$ cat src/rtl/core/pid_heater_controller_defines.svh
// Assertion macros shared by the heater PID controller RTL.
`ifndef PID_HEATER_CONTROLLER_DEFINES_SVH
`define PID_HEATER_CONTROLLER_DEFINES_SVH
`ifndef SYNTHESIS
`define PHC_ASSERT(label, prop, msg) \
   label: assert property (@(posedge clock) disable iff (reset) prop) else $error(msg);
`define PHC_ASSERT_NEXT(label, ante, cons, msg) \
   label: assert property (@(posedge clock) disable iff (reset) (ante) |=> (cons)) else $error(msg);
`else
`define PHC_ASSERT(label, prop, msg)
`define PHC_ASSERT_NEXT(label, ante, cons, msg)
`endif
`endif

$ cat src/rtl/core/phc_pkg.sv
// Types and constants of the heater PID controller.
`default_nettype none
package phc_pkg;
   localparam int IntegralLimit = 640000;
   localparam int DeadZone      = 0;
   localparam int FiltOne       = 65536;

   localparam logic signed [15:0] SetpointReset = 16'sd11520;
   localparam logic [31:0] KpReset     = 32'd262144000;
   localparam logic [31:0] KiReset     = 32'd124518;
   localparam logic [31:0] KdReset     = 32'd655360;
   localparam logic [14:0] LowReset    = 15'd384;
   localparam logic [14:0] HighReset   = 15'd768;
   localparam logic [16:0] FiltReset   = 17'd3277;
   localparam logic [14:0] OutLimReset = 15'd9600;

   typedef enum logic [2:0] {
      CSR_SETPOINT, CSR_KP, CSR_KI, CSR_KD,
      CSR_INTEG_FULL_BELOW, CSR_INTEG_STOP_ABOVE, CSR_DERIV_FILTER, CSR_OUT_LIMIT
   } csr_index_type;

   typedef enum logic [1:0] {BAND_FULL, BAND_MID, BAND_STOP} band_type;

   typedef enum logic [2:0] {
      MUL_NONE, MUL_WGT, MUL_P, MUL_I, MUL_D, MUL_FHI, MUL_FLO
   } mul_op_type;

   typedef enum logic [3:0] {
      ST_IDLE, ST_AVG, ST_WMUL, ST_DIVLD, ST_DIVRUN, ST_INTEG, ST_PMUL, ST_IMUL,
      ST_DMUL, ST_DMLD, ST_FX, ST_FHI, ST_FLO, ST_FUPD, ST_SUM, ST_OUT
   } phc_state_type;

   typedef struct packed {
      logic       capture;
      logic       avg_ld;
      mul_op_type mul_op;
      logic       div_start;
      logic       integ_ld;
      logic       acc_p;
      logic       acc_i;
      logic       dm_ld;
      logic       x_ld;
      logic       hi_ld;
      logic       fd_ld;
      logic       t_ld;
      logic       out_ld;
   } phc_cmd_type;

   typedef struct packed {
      band_type band;
      logic     div_busy;
      logic     out_free;
   } phc_status_type;
endpackage
`default_nettype wire

$ cat src/rtl/core/phc_req_if.sv
// Sample channel: valid/ready transfer of one temperature.
`default_nettype none
interface phc_req_if;
   logic               valid;
   logic               ready;
   logic signed [15:0] temperature;
   modport source (output valid, output temperature, input ready);
   modport sink (input valid, input temperature, output ready);
endinterface
`default_nettype wire

$ cat src/rtl/core/phc_rsp_if.sv
// Result channel: valid/ready transfer of one PWM compare value.
`default_nettype none
interface phc_rsp_if;
   logic        valid;
   logic        ready;
   logic [14:0] pwm_compare;
   modport source (output valid, output pwm_compare, input ready);
   modport sink (input valid, input pwm_compare, output ready);
endinterface
`default_nettype wire

$ cat src/rtl/core/phc_div.sv
// Restoring divider, one quotient bit per cycle, for the integral weight.
`default_nettype none
module phc_div (
   input  logic        clock,
   input  logic        reset,
   input  logic        start,
   input  logic [30:0] dividend,
   input  logic [14:0] divisor,
   output logic        busy,
   output logic [30:0] quotient
);
   localparam int DivSteps = 31;
   localparam int CntW     = $clog2(DivSteps);

   logic [14:0]     rem_ff, rem_in;
   logic [30:0]     quo_ff, quo_in;
   logic [CntW-1:0] cnt_ff, cnt_in;
   logic            busy_ff, busy_in;
   logic [15:0]     trial;
   logic [15:0]     diff;
   logic            ge;

   always_comb begin
      trial   = {rem_ff, quo_ff[30]};
      ge      = trial >= {1'b0, divisor};
      diff    = trial - {1'b0, divisor};
      rem_in  = rem_ff;
      quo_in  = quo_ff;
      cnt_in  = cnt_ff;
      busy_in = busy_ff;
      if (start) begin
         rem_in  = '0;
         quo_in  = dividend;
         cnt_in  = '0;
         busy_in = 1'b1;
      end else if (busy_ff) begin
         rem_in = ge ? diff[14:0] : trial[14:0];
         quo_in = {quo_ff[29:0], ge};
         cnt_in = cnt_ff + CntW'(1);
         if (cnt_ff == CntW'(DivSteps - 1)) begin
            busy_in = 1'b0;
         end
      end
   end

   always_ff @(posedge clock) begin
      rem_ff <= rem_in;
      quo_ff <= quo_in;
      if (reset) begin
         cnt_ff  <= '0;
         busy_ff <= 1'b0;
      end else begin
         cnt_ff  <= cnt_in;
         busy_ff <= busy_in;
      end
   end

   assign busy     = busy_ff;
   assign quotient = quo_ff;
endmodule
`default_nettype wire

$ cat src/rtl/core/phc_ctrl.sv
// Sequencer of the heater PID controller: one sample at a time.
`default_nettype none
`include "pid_heater_controller_defines.svh"
module phc_ctrl (
   input  logic                    clock,
   input  logic                    reset,
   input  logic                    req_valid,
   output logic                    req_ready,
   output phc_pkg::phc_cmd_type    cmd,
   input  phc_pkg::phc_status_type status
);
   import phc_pkg::*;

   phc_state_type state_ff, state_in;

   always_comb begin
      state_in = state_ff;
      unique case (state_ff)
         ST_IDLE:   if (req_valid) state_in = ST_AVG;
         ST_AVG:    state_in = (status.band == BAND_MID) ? ST_WMUL : ST_INTEG;
         ST_WMUL:   state_in = ST_DIVLD;
         ST_DIVLD:  state_in = ST_DIVRUN;
         ST_DIVRUN: if (!status.div_busy) state_in = ST_INTEG;
         ST_INTEG:  state_in = ST_PMUL;
         ST_PMUL:   state_in = ST_IMUL;
         ST_IMUL:   state_in = ST_DMUL;
         ST_DMUL:   state_in = ST_DMLD;
         ST_DMLD:   state_in = ST_FX;
         ST_FX:     state_in = ST_FHI;
         ST_FHI:    state_in = ST_FLO;
         ST_FLO:    state_in = ST_FUPD;
         ST_FUPD:   state_in = ST_SUM;
         ST_SUM:    state_in = ST_OUT;
         ST_OUT:    if (status.out_free) state_in = ST_IDLE;
      endcase
   end

   always_comb begin
      cmd        = '0;
      cmd.mul_op = MUL_NONE;
      req_ready  = 1'b0;
      unique case (state_ff)
         ST_IDLE: begin
            req_ready   = 1'b1;
            cmd.capture = req_valid;
         end
         ST_AVG:    cmd.avg_ld = 1'b1;
         ST_WMUL:   cmd.mul_op = MUL_WGT;
         ST_DIVLD:  cmd.div_start = 1'b1;
         ST_DIVRUN: cmd.mul_op = MUL_NONE;
         ST_INTEG:  cmd.integ_ld = 1'b1;
         ST_PMUL:   cmd.mul_op = MUL_P;
         ST_IMUL: begin
            cmd.mul_op = MUL_I;
            cmd.acc_p  = 1'b1;
         end
         ST_DMUL: begin
            cmd.mul_op = MUL_D;
            cmd.acc_i  = 1'b1;
         end
         ST_DMLD:   cmd.dm_ld = 1'b1;
         ST_FX:     cmd.x_ld = 1'b1;
         ST_FHI:    cmd.mul_op = MUL_FHI;
         ST_FLO: begin
            cmd.mul_op = MUL_FLO;
            cmd.hi_ld  = 1'b1;
         end
         ST_FUPD:   cmd.fd_ld = 1'b1;
         ST_SUM:    cmd.t_ld = 1'b1;
         ST_OUT:    cmd.out_ld = status.out_free;
      endcase
   end

   always_ff @(posedge clock) begin
      if (reset) begin
         state_ff <= ST_IDLE;
      end else begin
         state_ff <= state_in;
      end
   end

   `PHC_ASSERT_NEXT(a_capture_holds_off, cmd.capture, !req_ready, "sample taken while busy")
   `PHC_ASSERT_NEXT(a_div_starts, cmd.div_start, status.div_busy, "divider did not start")
   `PHC_ASSERT(a_idle_div_quiet, req_ready |-> !status.div_busy, "divider busy while idle")
endmodule
`default_nettype wire

$ cat src/rtl/core/phc_datapath.sv
// Datapath: registers, shared multiplier, integral, filter and output stage.
`default_nettype none
`include "pid_heater_controller_defines.svh"
module phc_datapath (
   input  logic                    clock,
   input  logic                    reset,
   input  logic                    csr_write_en,
   input  logic [2:0]              csr_index,
   input  logic [31:0]             csr_write_data,
   input  logic signed [15:0]      temperature,
   input  logic                    rsp_ready,
   output logic                    rsp_valid,
   output logic [14:0]             pwm_compare,
   input  phc_pkg::phc_cmd_type    cmd,
   output phc_pkg::phc_status_type status
);
   import phc_pkg::*;

   localparam logic signed [21:0] LimS = 22'(IntegralLimit);

   // configuration
   logic signed [15:0] setpoint_ff, setpoint_in;
   logic [31:0] kp_ff, kp_in, ki_ff, ki_in, kd_ff, kd_in;
   logic [14:0] low_ff, low_in, high_ff, high_in, olim_ff, olim_in;
   logic [16:0] filt_ff, filt_in;

   // loop state
   logic signed [16:0] prior_ff, prior_in;
   logic signed [20:0] integ_ff, integ_in;
   logic signed [47:0] fd_ff, fd_in;
   logic [14:0]        now_ff, now_in, before_ff, before_in;

   // per-sample work registers
   logic signed [16:0] e_ff, e_in;
   logic [15:0]        mag_ff, mag_in;
   logic signed [16:0] avg_ff, avg_in;
   logic [64:0]        prod_ff;
   logic signed [49:0] acc_ff, acc_in;
   logic signed [47:0] dm_ff, dm_in;
   logic [48:0]        xmag_ff, xmag_in;
   logic               xneg_ff, xneg_in;
   logic [49:0]        hi_ff, hi_in;
   logic signed [50:0] t_ff, t_in;
   logic               rsp_valid_ff, rsp_valid_in;
   logic [14:0]        pwm_ff, pwm_in;

   logic signed [16:0] e_raw, e_neg;
   logic signed [17:0] sum2;
   logic signed [16:0] avg_neg;
   logic [15:0]        avg_mag;
   band_type           band;
   logic [32:0]        mul_a;
   logic [31:0]        mul_b;
   logic [64:0]        mul_prod;
   logic [14:0]        wgt;
   logic signed [20:0] integ_neg;
   logic signed [15:0] diff, diff_neg;
   logic [16:0]        f_eff;
   logic [49:0]        pm50, im50;
   logic [47:0]        d48;
   logic signed [48:0] x49;
   logic [49:0]        r50;
   logic [16:0]        q17;
   logic signed [16:0] inc;
   logic signed [21:0] s22;
   logic signed [50:0] lim51;
   logic               div_busy;
   logic [30:0]        div_quo;

   always_comb begin
      setpoint_in = setpoint_ff;
      kp_in       = kp_ff;
      ki_in       = ki_ff;
      kd_in       = kd_ff;
      low_in      = low_ff;
      high_in     = high_ff;
      filt_in     = filt_ff;
      olim_in     = olim_ff;
      if (csr_write_en) begin
         unique case (csr_index_type'(csr_index))
            CSR_SETPOINT:         setpoint_in = csr_write_data[15:0];
            CSR_KP:               kp_in = csr_write_data;
            CSR_KI:               ki_in = csr_write_data;
            CSR_KD:               kd_in = csr_write_data;
            CSR_INTEG_FULL_BELOW: low_in = csr_write_data[14:0];
            CSR_INTEG_STOP_ABOVE: high_in = csr_write_data[14:0];
            CSR_DERIV_FILTER:     filt_in = csr_write_data[16:0];
            CSR_OUT_LIMIT:        olim_in = csr_write_data[14:0];
         endcase
      end
   end

   // error and band
   always_comb begin
      e_raw   = {setpoint_ff[15], setpoint_ff} - {temperature[15], temperature};
      e_neg   = -e_raw;
      e_in    = e_ff;
      mag_in  = mag_ff;
      if (cmd.capture) begin
         e_in   = e_raw;
         mag_in = e_raw[16] ? e_neg[15:0] : e_raw[15:0];
         if ({1'b0, mag_in} < 17'(DeadZone)) begin
            e_in   = '0;
            mag_in = '0;
         end
      end
      sum2    = {e_ff[16], e_ff} + {prior_ff[16], prior_ff};
      avg_in  = cmd.avg_ld ? sum2[17:1] : avg_ff;
      avg_neg = -avg_ff;
      avg_mag = avg_ff[16] ? avg_neg[15:0] : avg_ff[15:0];
      if (mag_ff < {1'b0, low_ff}) begin
         band = BAND_FULL;
      end else if (mag_ff < {1'b0, high_ff}) begin
         band = BAND_MID;
      end else begin
         band = BAND_STOP;
      end
   end

   // shared multiplier
   always_comb begin
      wgt       = high_ff - mag_ff[14:0];
      integ_neg = -integ_ff;
      diff      = {1'b0, now_ff} - {1'b0, before_ff};
      diff_neg  = -diff;
      f_eff     = (filt_ff > 17'(FiltOne)) ? 17'(FiltOne) : filt_ff;
      mul_a     = '0;
      mul_b     = '0;
      unique case (cmd.mul_op)
         MUL_NONE: mul_a = '0;
         MUL_WGT: begin
            mul_a = 33'(avg_mag);
            mul_b = 32'(wgt);
         end
         MUL_P: begin
            mul_a = 33'(mag_ff);
            mul_b = kp_ff;
         end
         MUL_I: begin
            mul_a = 33'(integ_ff[20] ? integ_neg : integ_ff);
            mul_b = ki_ff;
         end
         MUL_D: begin
            mul_a = 33'(diff[15] ? diff_neg[14:0] : diff[14:0]);
            mul_b = kd_ff;
         end
         MUL_FHI: begin
            mul_a = xmag_ff[48:16];
            mul_b = 32'(f_eff);
         end
         MUL_FLO: begin
            mul_a = 33'(xmag_ff[15:0]);
            mul_b = 32'(f_eff);
         end
         default: mul_a = '0;
      endcase
   end

   assign mul_prod = 65'(mul_a) * 65'(mul_b);

   // integral, terms, filter, output
   always_comb begin
      q17      = {1'b0, div_quo[15:0]};
      inc      = avg_ff;
      if (band == BAND_MID) begin
         inc = avg_ff[16] ? -q17 : q17;
      end
      s22      = {integ_ff[20], integ_ff} + {{5{inc[16]}}, inc};
      integ_in = integ_ff;
      prior_in = prior_ff;
      if (cmd.integ_ld) begin
         prior_in = e_ff;
         if (band != BAND_STOP) begin
            if (s22 > LimS) begin
               integ_in = LimS[20:0];
            end else if (s22 < -LimS) begin
               integ_in = 21'(-LimS);
            end else begin
               integ_in = s22[20:0];
            end
         end
      end

      pm50   = {10'd0, prod_ff[47:8]};
      im50   = {6'd0, prod_ff[51:8]};
      acc_in = acc_ff;
      if (cmd.acc_p) begin
         acc_in = e_ff[16] ? -pm50 : pm50;
      end else if (cmd.acc_i) begin
         acc_in = acc_ff + (integ_ff[20] ? -im50 : im50);
      end

      d48   = {1'b0, prod_ff[46:0]};
      dm_in = cmd.dm_ld ? (diff[15] ? -d48 : d48) : dm_ff;

      x49     = {dm_ff[47], dm_ff} - {fd_ff[47], fd_ff};
      xneg_in = cmd.x_ld ? x49[48] : xneg_ff;
      xmag_in = cmd.x_ld ? (x49[48] ? -x49 : x49) : xmag_ff;
      hi_in   = cmd.hi_ld ? prod_ff[49:0] : hi_ff;

      r50   = hi_ff + 50'(prod_ff[32:16]);
      fd_in = fd_ff;
      if (cmd.fd_ld) begin
         fd_in = fd_ff + (xneg_ff ? -r50[47:0] : r50[47:0]);
      end

      t_in = cmd.t_ld ? ({acc_ff[49], acc_ff} + {{3{fd_ff[47]}}, fd_ff}) : t_ff;

      lim51        = {20'd0, olim_ff, 16'd0};
      pwm_in       = pwm_ff;
      now_in       = now_ff;
      before_in    = before_ff;
      rsp_valid_in = rsp_valid_ff;
      if (rsp_ready) begin
         rsp_valid_in = 1'b0;
      end
      if (cmd.out_ld) begin
         if (t_ff > lim51) begin
            pwm_in = olim_ff;
         end else if (t_ff[50]) begin
            pwm_in = '0;
         end else begin
            pwm_in = t_ff[30:16];
         end
         before_in    = now_ff;
         now_in       = pwm_in;
         rsp_valid_in = 1'b1;
      end
   end

   always_ff @(posedge clock) begin
      e_ff    <= e_in;
      mag_ff  <= mag_in;
      avg_ff  <= avg_in;
      prod_ff <= mul_prod;
      acc_ff  <= acc_in;
      dm_ff   <= dm_in;
      xmag_ff <= xmag_in;
      xneg_ff <= xneg_in;
      hi_ff   <= hi_in;
      t_ff    <= t_in;
      pwm_ff  <= pwm_in;
      if (reset) begin
         setpoint_ff  <= SetpointReset;
         kp_ff        <= KpReset;
         ki_ff        <= KiReset;
         kd_ff        <= KdReset;
         low_ff       <= LowReset;
         high_ff      <= HighReset;
         filt_ff      <= FiltReset;
         olim_ff      <= OutLimReset;
         prior_ff     <= '0;
         integ_ff     <= '0;
         fd_ff        <= '0;
         now_ff       <= '0;
         before_ff    <= '0;
         rsp_valid_ff <= 1'b0;
      end else begin
         setpoint_ff  <= setpoint_in;
         kp_ff        <= kp_in;
         ki_ff        <= ki_in;
         kd_ff        <= kd_in;
         low_ff       <= low_in;
         high_ff      <= high_in;
         filt_ff      <= filt_in;
         olim_ff      <= olim_in;
         prior_ff     <= prior_in;
         integ_ff     <= integ_in;
         fd_ff        <= fd_in;
         now_ff       <= now_in;
         before_ff    <= before_in;
         rsp_valid_ff <= rsp_valid_in;
      end
   end

   phc_div u_div (
      .clock    (clock),
      .reset    (reset),
      .start    (cmd.div_start),
      .dividend (prod_ff[30:0]),
      .divisor  (high_ff - low_ff),
      .busy     (div_busy),
      .quotient (div_quo)
   );

   assign status.band     = band;
   assign status.div_busy = div_busy;
   assign status.out_free = !rsp_valid_ff || rsp_ready;
   assign rsp_valid       = rsp_valid_ff;
   assign pwm_compare     = pwm_ff;

   `PHC_ASSERT(a_integ_range, (integ_ff <= LimS) && (integ_ff >= -LimS), "integral out of range")
   `PHC_ASSERT_NEXT(a_out_loads_valid, cmd.out_ld, rsp_valid_ff, "result not presented")
endmodule
`default_nettype wire

$ cat src/rtl/core/pid_heater_controller.sv
// Top level of the heater PID controller.
//
//   channel   direction  payload                      transfer when
//   req_chan  in         temperature (s16 Q8.8)       valid && ready
//   rsp_chan  out        pwm_compare (u15 counts)     valid && ready
//   csr_*     in         index 0..7, 32-bit data      csr_write_en
//
// When the error lies between the full and stop thresholds, a sample also
// runs the weight multiply and the 31-step divider for the integral weight.
// Products run through one shared 33x32 multiplier, one per cycle.
// A finished result sits in the output register; a stalled result channel
// holds the sequencer in its last state. Synchronous reset restores the
// default registers and clears all loop state.
`default_nettype none
module pid_heater_controller (
   input  logic        clock,
   input  logic        reset,
   phc_req_if.sink     req_chan,
   phc_rsp_if.source   rsp_chan,
   input  logic        csr_write_en,
   input  logic [2:0]  csr_index,
   input  logic [31:0] csr_write_data
);
   import phc_pkg::*;

   phc_cmd_type    cmd;
   phc_status_type status;
   logic           req_ready;
   logic           rsp_valid;
   logic [14:0]    pwm_compare;

   phc_ctrl u_ctrl (
      .clock     (clock),
      .reset     (reset),
      .req_valid (req_chan.valid),
      .req_ready (req_ready),
      .cmd       (cmd),
      .status    (status)
   );

   phc_datapath u_datapath (
      .clock          (clock),
      .reset          (reset),
      .csr_write_en   (csr_write_en),
      .csr_index      (csr_index),
      .csr_write_data (csr_write_data),
      .temperature    (req_chan.temperature),
      .rsp_ready      (rsp_chan.ready),
      .rsp_valid      (rsp_valid),
      .pwm_compare    (pwm_compare),
      .cmd            (cmd),
      .status         (status)
   );

   assign req_chan.ready       = req_ready;
   assign rsp_chan.valid       = rsp_valid;
   assign rsp_chan.pwm_compare = pwm_compare;
endmodule
`default_nettype wire
$ cat src/flat_wrapper.sv
// flat-port wrapper written by rule: the top's interface ports become plain ports
module pid_heater_controller_flat import phc_pkg::*;
  (clock, reset, csr_write_en, csr_index, csr_write_data, req_chan_valid, req_chan_temperature, req_chan_ready, rsp_chan_valid, rsp_chan_pwm_compare, rsp_chan_ready);
  phc_req_if req_chan_i ();
  phc_rsp_if rsp_chan_i ();
  input  logic clock;
  input  logic reset;
  input  logic csr_write_en;
  input  logic [2:0] csr_index;
  input  logic [31:0] csr_write_data;
  input wire logic [$bits(req_chan_i.valid)-1:0] req_chan_valid;
  input wire logic [$bits(req_chan_i.temperature)-1:0] req_chan_temperature;
  output wire logic [$bits(req_chan_i.ready)-1:0] req_chan_ready;
  output wire logic [$bits(rsp_chan_i.valid)-1:0] rsp_chan_valid;
  output wire logic [$bits(rsp_chan_i.pwm_compare)-1:0] rsp_chan_pwm_compare;
  input wire logic [$bits(rsp_chan_i.ready)-1:0] rsp_chan_ready;
  assign req_chan_i.valid = req_chan_valid;
  assign req_chan_i.temperature = req_chan_temperature;
  assign req_chan_ready = req_chan_i.ready;
  assign rsp_chan_valid = rsp_chan_i.valid;
  assign rsp_chan_pwm_compare = rsp_chan_i.pwm_compare;
  assign rsp_chan_i.ready = rsp_chan_ready;
  pid_heater_controller u_core (.clock(clock), .reset(reset), .req_chan(req_chan_i), .rsp_chan(rsp_chan_i), .csr_write_en(csr_write_en), .csr_index(csr_index), .csr_write_data(csr_write_data));
endmodule
$ cat config.mk
export PLATFORM = sky130hd
export DESIGN_NAME = pid_heater_controller_flat
export DESIGN_NICKNAME = d
export VERILOG_FILES = /design/src/rtl/core/phc_pkg.sv /design/src/rtl/core/phc_req_if.sv /design/src/rtl/core/phc_rsp_if.sv /design/src/rtl/core/phc_div.sv /design/src/rtl/core/phc_ctrl.sv /design/src/rtl/core/phc_datapath.sv /design/src/rtl/core/pid_heater_controller.sv /design/src/flat_wrapper.sv
export VERILOG_INCLUDE_DIRS = /design/src /design/src/rtl/core
export SDC_FILE = /design/constraint.sdc
export NUM_CORES = 2
export LEC_CHECK = 0
export BUFFER_PORTS_ARGS = -buffer_cell sky130_fd_sc_hd__buf_4
export CAP_MARGIN = 0
export CELL_PAD_IN_SITES_DETAIL_PLACEMENT = 2
export CELL_PAD_IN_SITES_GLOBAL_PLACEMENT = 2
export CORE_MARGIN = 4
export CORE_UTILIZATION = 25
export CTS_CLUSTER_SIZE = 16
export DETAILED_ROUTE_END_ITERATION = 10
export PLACE_DENSITY = 0.63
export SYNTH_ARGS = -nofsm -noshare
export SYNTH_HDL_FRONTEND = slang
export SYNTH_SLANG_ARGS = --single-unit
$ cat constraint.sdc
create_clock -name clock -period 10.2 [get_ports clock]
set_input_delay 0.51 -clock clock [delete_from_list [all_inputs] [get_ports clock]]
set_output_delay 0.51 -clock clock [all_outputs]
set_load 0.05 [all_outputs]
==> results.sh <==
export IMPL_power_leakage_uw=0.0427
export IMPL_syn_inst=9660
export IMPL_synthMuxAreaShare_pct=0.734
export IMPL_clkLatencyLatePin_ps=770
export IMPL_grt_overflow_total=0
export IMPL_r2r_end="u_core.u_datapath.prod_ff[48]$_DFF_P_"
export IMPL_worst_setup_hold_path_clk_slew_ps=60
export IMPL_violations="setup timing"
export IMPL_synthArstFlopShare_pct=0
export IMPL_route_vias_total=72971
export IMPL_finalCritPeriodShare_pct=101
export IMPL_worst_setup_path_end_kind="register"
export IMPL_reg2regPathDepth=44
export IMPL_seq_power_share_pct=37.6
export IMPL_cts_sinks=710
export IMPL_synth_edf_count=342
export IMPL_crit_path_start_kind="register"
export IMPL_antenna_found_initial=17
export IMPL_clock_skew_ps=43.2
export IMPL_pwr_share_clk_pct=43.9
export IMPL_clockBufferDepth=3
export IMPL_ys_seq_area_share_pct=21.7
export IMPL_cts_tree="built"
export IMPL_routabilityCongestion=0.904
export IMPL_hpwlAfterDp_um=298000
export IMPL_yosys_area_share_xor_xnor_pct=6.65
export IMPL_worstMarginPinSlew_ps=1330
export IMPL_holdCritPathClass="input pin to register"
export IMPL_synth_compound_area_share_pct=15.3
export IMPL_min_path_cells=3
export IMPL_critPathArrivalTime_ps=10930
export IMPL_yosysWarnings=0
export IMPL_synth_adder_area_share_pct=30.0
export IMPL_routed_via_density=5.03
export IMPL_cell_internal_pwr_uw=5800
export IMPL_rsz0062_at_grt="true"
export IMPL_first_pass_iters=6
export IMPL_synth_top_family_by_area="adder cells"
export IMPL_final_common_cell="nand2_1"
export IMPL_switchingPower_uw=2630
export IMPL_grt_max_degree=95
export IMPL_grt_usage_pct=21.6
export IMPL_die_area_sq_um=334000
export IMPL_antenna_left=0
export IMPL_drv_slew=0
export IMPL_critPathMaxStageDelay_ps=650
export IMPL_peakVddDrop_mv=0.156
export IMPL_layout_drive_gt1_share_pct=14.4
export IMPL_critPathSlowestCell="fa_2"
export IMPL_rrSetupSlack_ps=-80
export IMPL_crit_top_cell="fa_1"
export IMPL_hp_start="csr_write_data[4]"
export IMPL_fin_cells=14508
export IMPL_pre_cts_slack_ps=-813
export IMPL_rows=208
export IMPL_cts_buffers=93
export IMPL_r2r_start="u_core.u_datapath.before_ff[1]$_SDFFE_PP0P_"
export IMPL_synthTopCellsByArea="fa_1, edfxtp_1, dfxtp_1, ha_1, nand2_1"
export IMPL_yosys_most_used_dff="dfxtp_1"
export IMPL_cts_root_buffer="clkbuf_16"
export IMPL_io_pins=73
export IMPL_fmax_mhz=97.3
export IMPL_syn_nets=11145
export IMPL_setup_viol=8
export IMPL_syn_area_per_cell_sq_um=8.40
export IMPL_drt_first_iter_violations=4588
export IMPL_drv_cap=0
export IMPL_drc=0
export IMPL_crit_type="register to register"
export IMPL_power_uw=8430
export IMPL_initial_core_util_pct=25.2
export IMPL_area_growth_pct=19.8
export IMPL_final_util_pct=30.2
export IMPL_critical_path_required_ps=10850
export IMPL_period_needed_ps=10280
export IMPL_htree_num_levels=3
export IMPL_yosysTopAreaCell="fa_1"
export IMPL_crit_fanout=5
export IMPL_chipWidth_um=578
export IMPL_combPwrFrac_pct=18.5
export IMPL_swShare_pct=31.2
export IMPL_finalWorstSetupSlack_ps=-82.6
export IMPL_netlist_area_leader_share_pct=21.3
export IMPL_grt_pass1_wl_um=548000
export IMPL_drt_total_wl_um=368000
export IMPL_wl_per_cell_um=25.4
export IMPL_holdPathEnd="u_core.u_datapath.high_ff[4]$_SDFFE_PP0P_"
export IMPL_ys_types=104
export IMPL_synth_simple_area_share_pct=17.3
export IMPL_hold_violations=0
export IMPL_power_density_nw_per_um2=86.8
export IMPL_status="finished with violations"
export IMPL_numPlacedInstances=14203
export IMPL_mostFrequentLayoutCells="nand2_1, inv_1, fa_1, buf_4, nor2_1"
export IMPL_slew_headroom_pct=11.3
export IMPL_core_area_sq_um=322000
export IMPL_final_net_count=11604
export IMPL_grt_pass1_vias=81424
export IMPL_syn_area_sq_um=81100
export IMPL_die_y_um=578
export IMPL_ys_ff_latch=710
export IMPL_port_buffer_count=72
-- metal layers --
layer | share of wire (%) | GRT usage [%]
met1 | 45 | 28.6
met5 | 0.013 | 0
met4 | 3.6 | 6.36
met2 | 48 | 37.4
met3 | 3.2 | 2.00
-- registers in the layout (all words and copies together) (netlist names), 21 cells and up --
signal                            cells
u_core.u_datapath.acc_ff             50
u_core.u_datapath.dm_ff              48
u_core.u_datapath.fd_ff              48
u_core.u_datapath.hi_ff              48
u_core.u_datapath.integ_ff           21
u_core.u_datapath.kd_ff              32
u_core.u_datapath.ki_ff              32
u_core.u_datapath.kp_ff              32
u_core.u_datapath.prod_ff            52
u_core.u_datapath.t_ff               51
u_core.u_datapath.u_div.quotient     31
u_core.u_datapath.xmag_ff            49
-- critical path: cells and delay by family (launching register included) --
family	cells	cell delay (ps)
fa+ha+maj	10	4560
compound gates	18	2990
buf+inv	11	1170
simple gates	4	680
mux	1	390
flops	1	340
-- power by group through the flow --
stage	registers (uW)	clock network (uW)	logic, uW
final	3170	3700	1560
after detailed placement	3230	0	1500
after CTS	3170	3800	1550
after floorplan	3190	0	915
after global routing	3180	3910	1700
after global placement	3230	0	1450
-- cells by family (layout without fill, tap and decap cells) --
kind of cell	count (synthesis)	count (layout)
flops	710	710
other cells	0	4
simple gates	3149	3149
mux	55	56
xor+xnor	615	615
fa+ha+maj	1429	1429
buf+inv	1756	2294
compound gates	1946	1946
-- metrics by stage --
| stage | setup TNS, ps | hold slack [ps] | area [sq um] |
|---|---|---|---|
| 2_1_floorplan | 0 | 403 | 81100 |
| 5_1_grt | -6370 | 61.3 | 97100 |
| 3_3_place_gp | -12150 | 442 | 90900 |
| 4_1_cts | 0 | 34.2 | 95600 |
| 6_report | -331 | 108 | 97200 |
| 3_5_place_dp | -15950 | 449 | 90900 |
-- worst max path at each step --
stage | from | endpoint | depth (start not counted)
final | u_core.u_datapath.before_ff[1]$_SDFFE_PP0P_ | u_core.u_datapath.prod_ff[48]$_DFF_P_ | 44
after global routing | u_core.u_datapath.now_ff[0]$_SDFFE_PP0P_ | u_core.u_datapath.prod_ff[50]$_DFF_P_ | 44
after CTS | u_core.u_datapath.integ_ff[4]$_SDFFE_PP0P_ | u_core.u_datapath.prod_ff[50]$_DFF_P_ | 38
after detailed placement | u_core.u_datapath.before_ff[1]$_SDFFE_PP0P_ | u_core.u_datapath.prod_ff[51]$_DFF_P_ | 44
after global placement | u_core.u_datapath.before_ff[1]$_SDFFE_PP0P_ | u_core.u_datapath.prod_ff[48]$_DFF_P_ | 43
after floorplan | u_core.u_datapath.before_ff[1]$_SDFFE_PP0P_ | u_core.u_datapath.prod_ff[48]$_DFF_P_ | 43
-- cell type report --
| type | count | area [sq um] |
|---|---|---|
| antenna | 4 | 10.0 |
| tap | 4305 | 5390 |
| inverter | 1282 | 4810 |
| sequential | 710 | 17600 |
| fill | 36420 | 225000 |
| timing repair buffer | 837 | 7240 |
| multi-input combinational | 7195 | 58700 |
| clock buffer | 122 | 2590 |
| clock inverter | 53 | 771 |
-- what timing repair did --
item	CTS	global route
pin swaps	151	220
endpoints found under the setup margin	28	27
hold endpoints to repair	43	0
resized for setup	198	267
cloned	2	1
hold buffers	16	0
buffers inserted	49	64
-- cells in the mapped netlist, types with 40 or more instances --
library cell	count
nand3_1	138
nand2_1	1599
a21oi_1	630
o21ai_0	400
a21o_1	232
o21a_1	64
nand3b_1	47
and3_1	40
nor4_1	43
dfxtp_1	368
or3_1	58
nor3_1	135
a31oi_1	47
xnor2_1	399
inv_1	1279
and2_1	86
nand2b_1	66
xor2_1	215
nor2b_1	65
clkbuf_1	418
o21bai_1	45
a211oi_1	68
fa_1	863
edfxtp_1	342
ha_1	566
o31ai_1	60
nor2_1	641
nand4_1	87
Power figures use the tool's default switching activity.
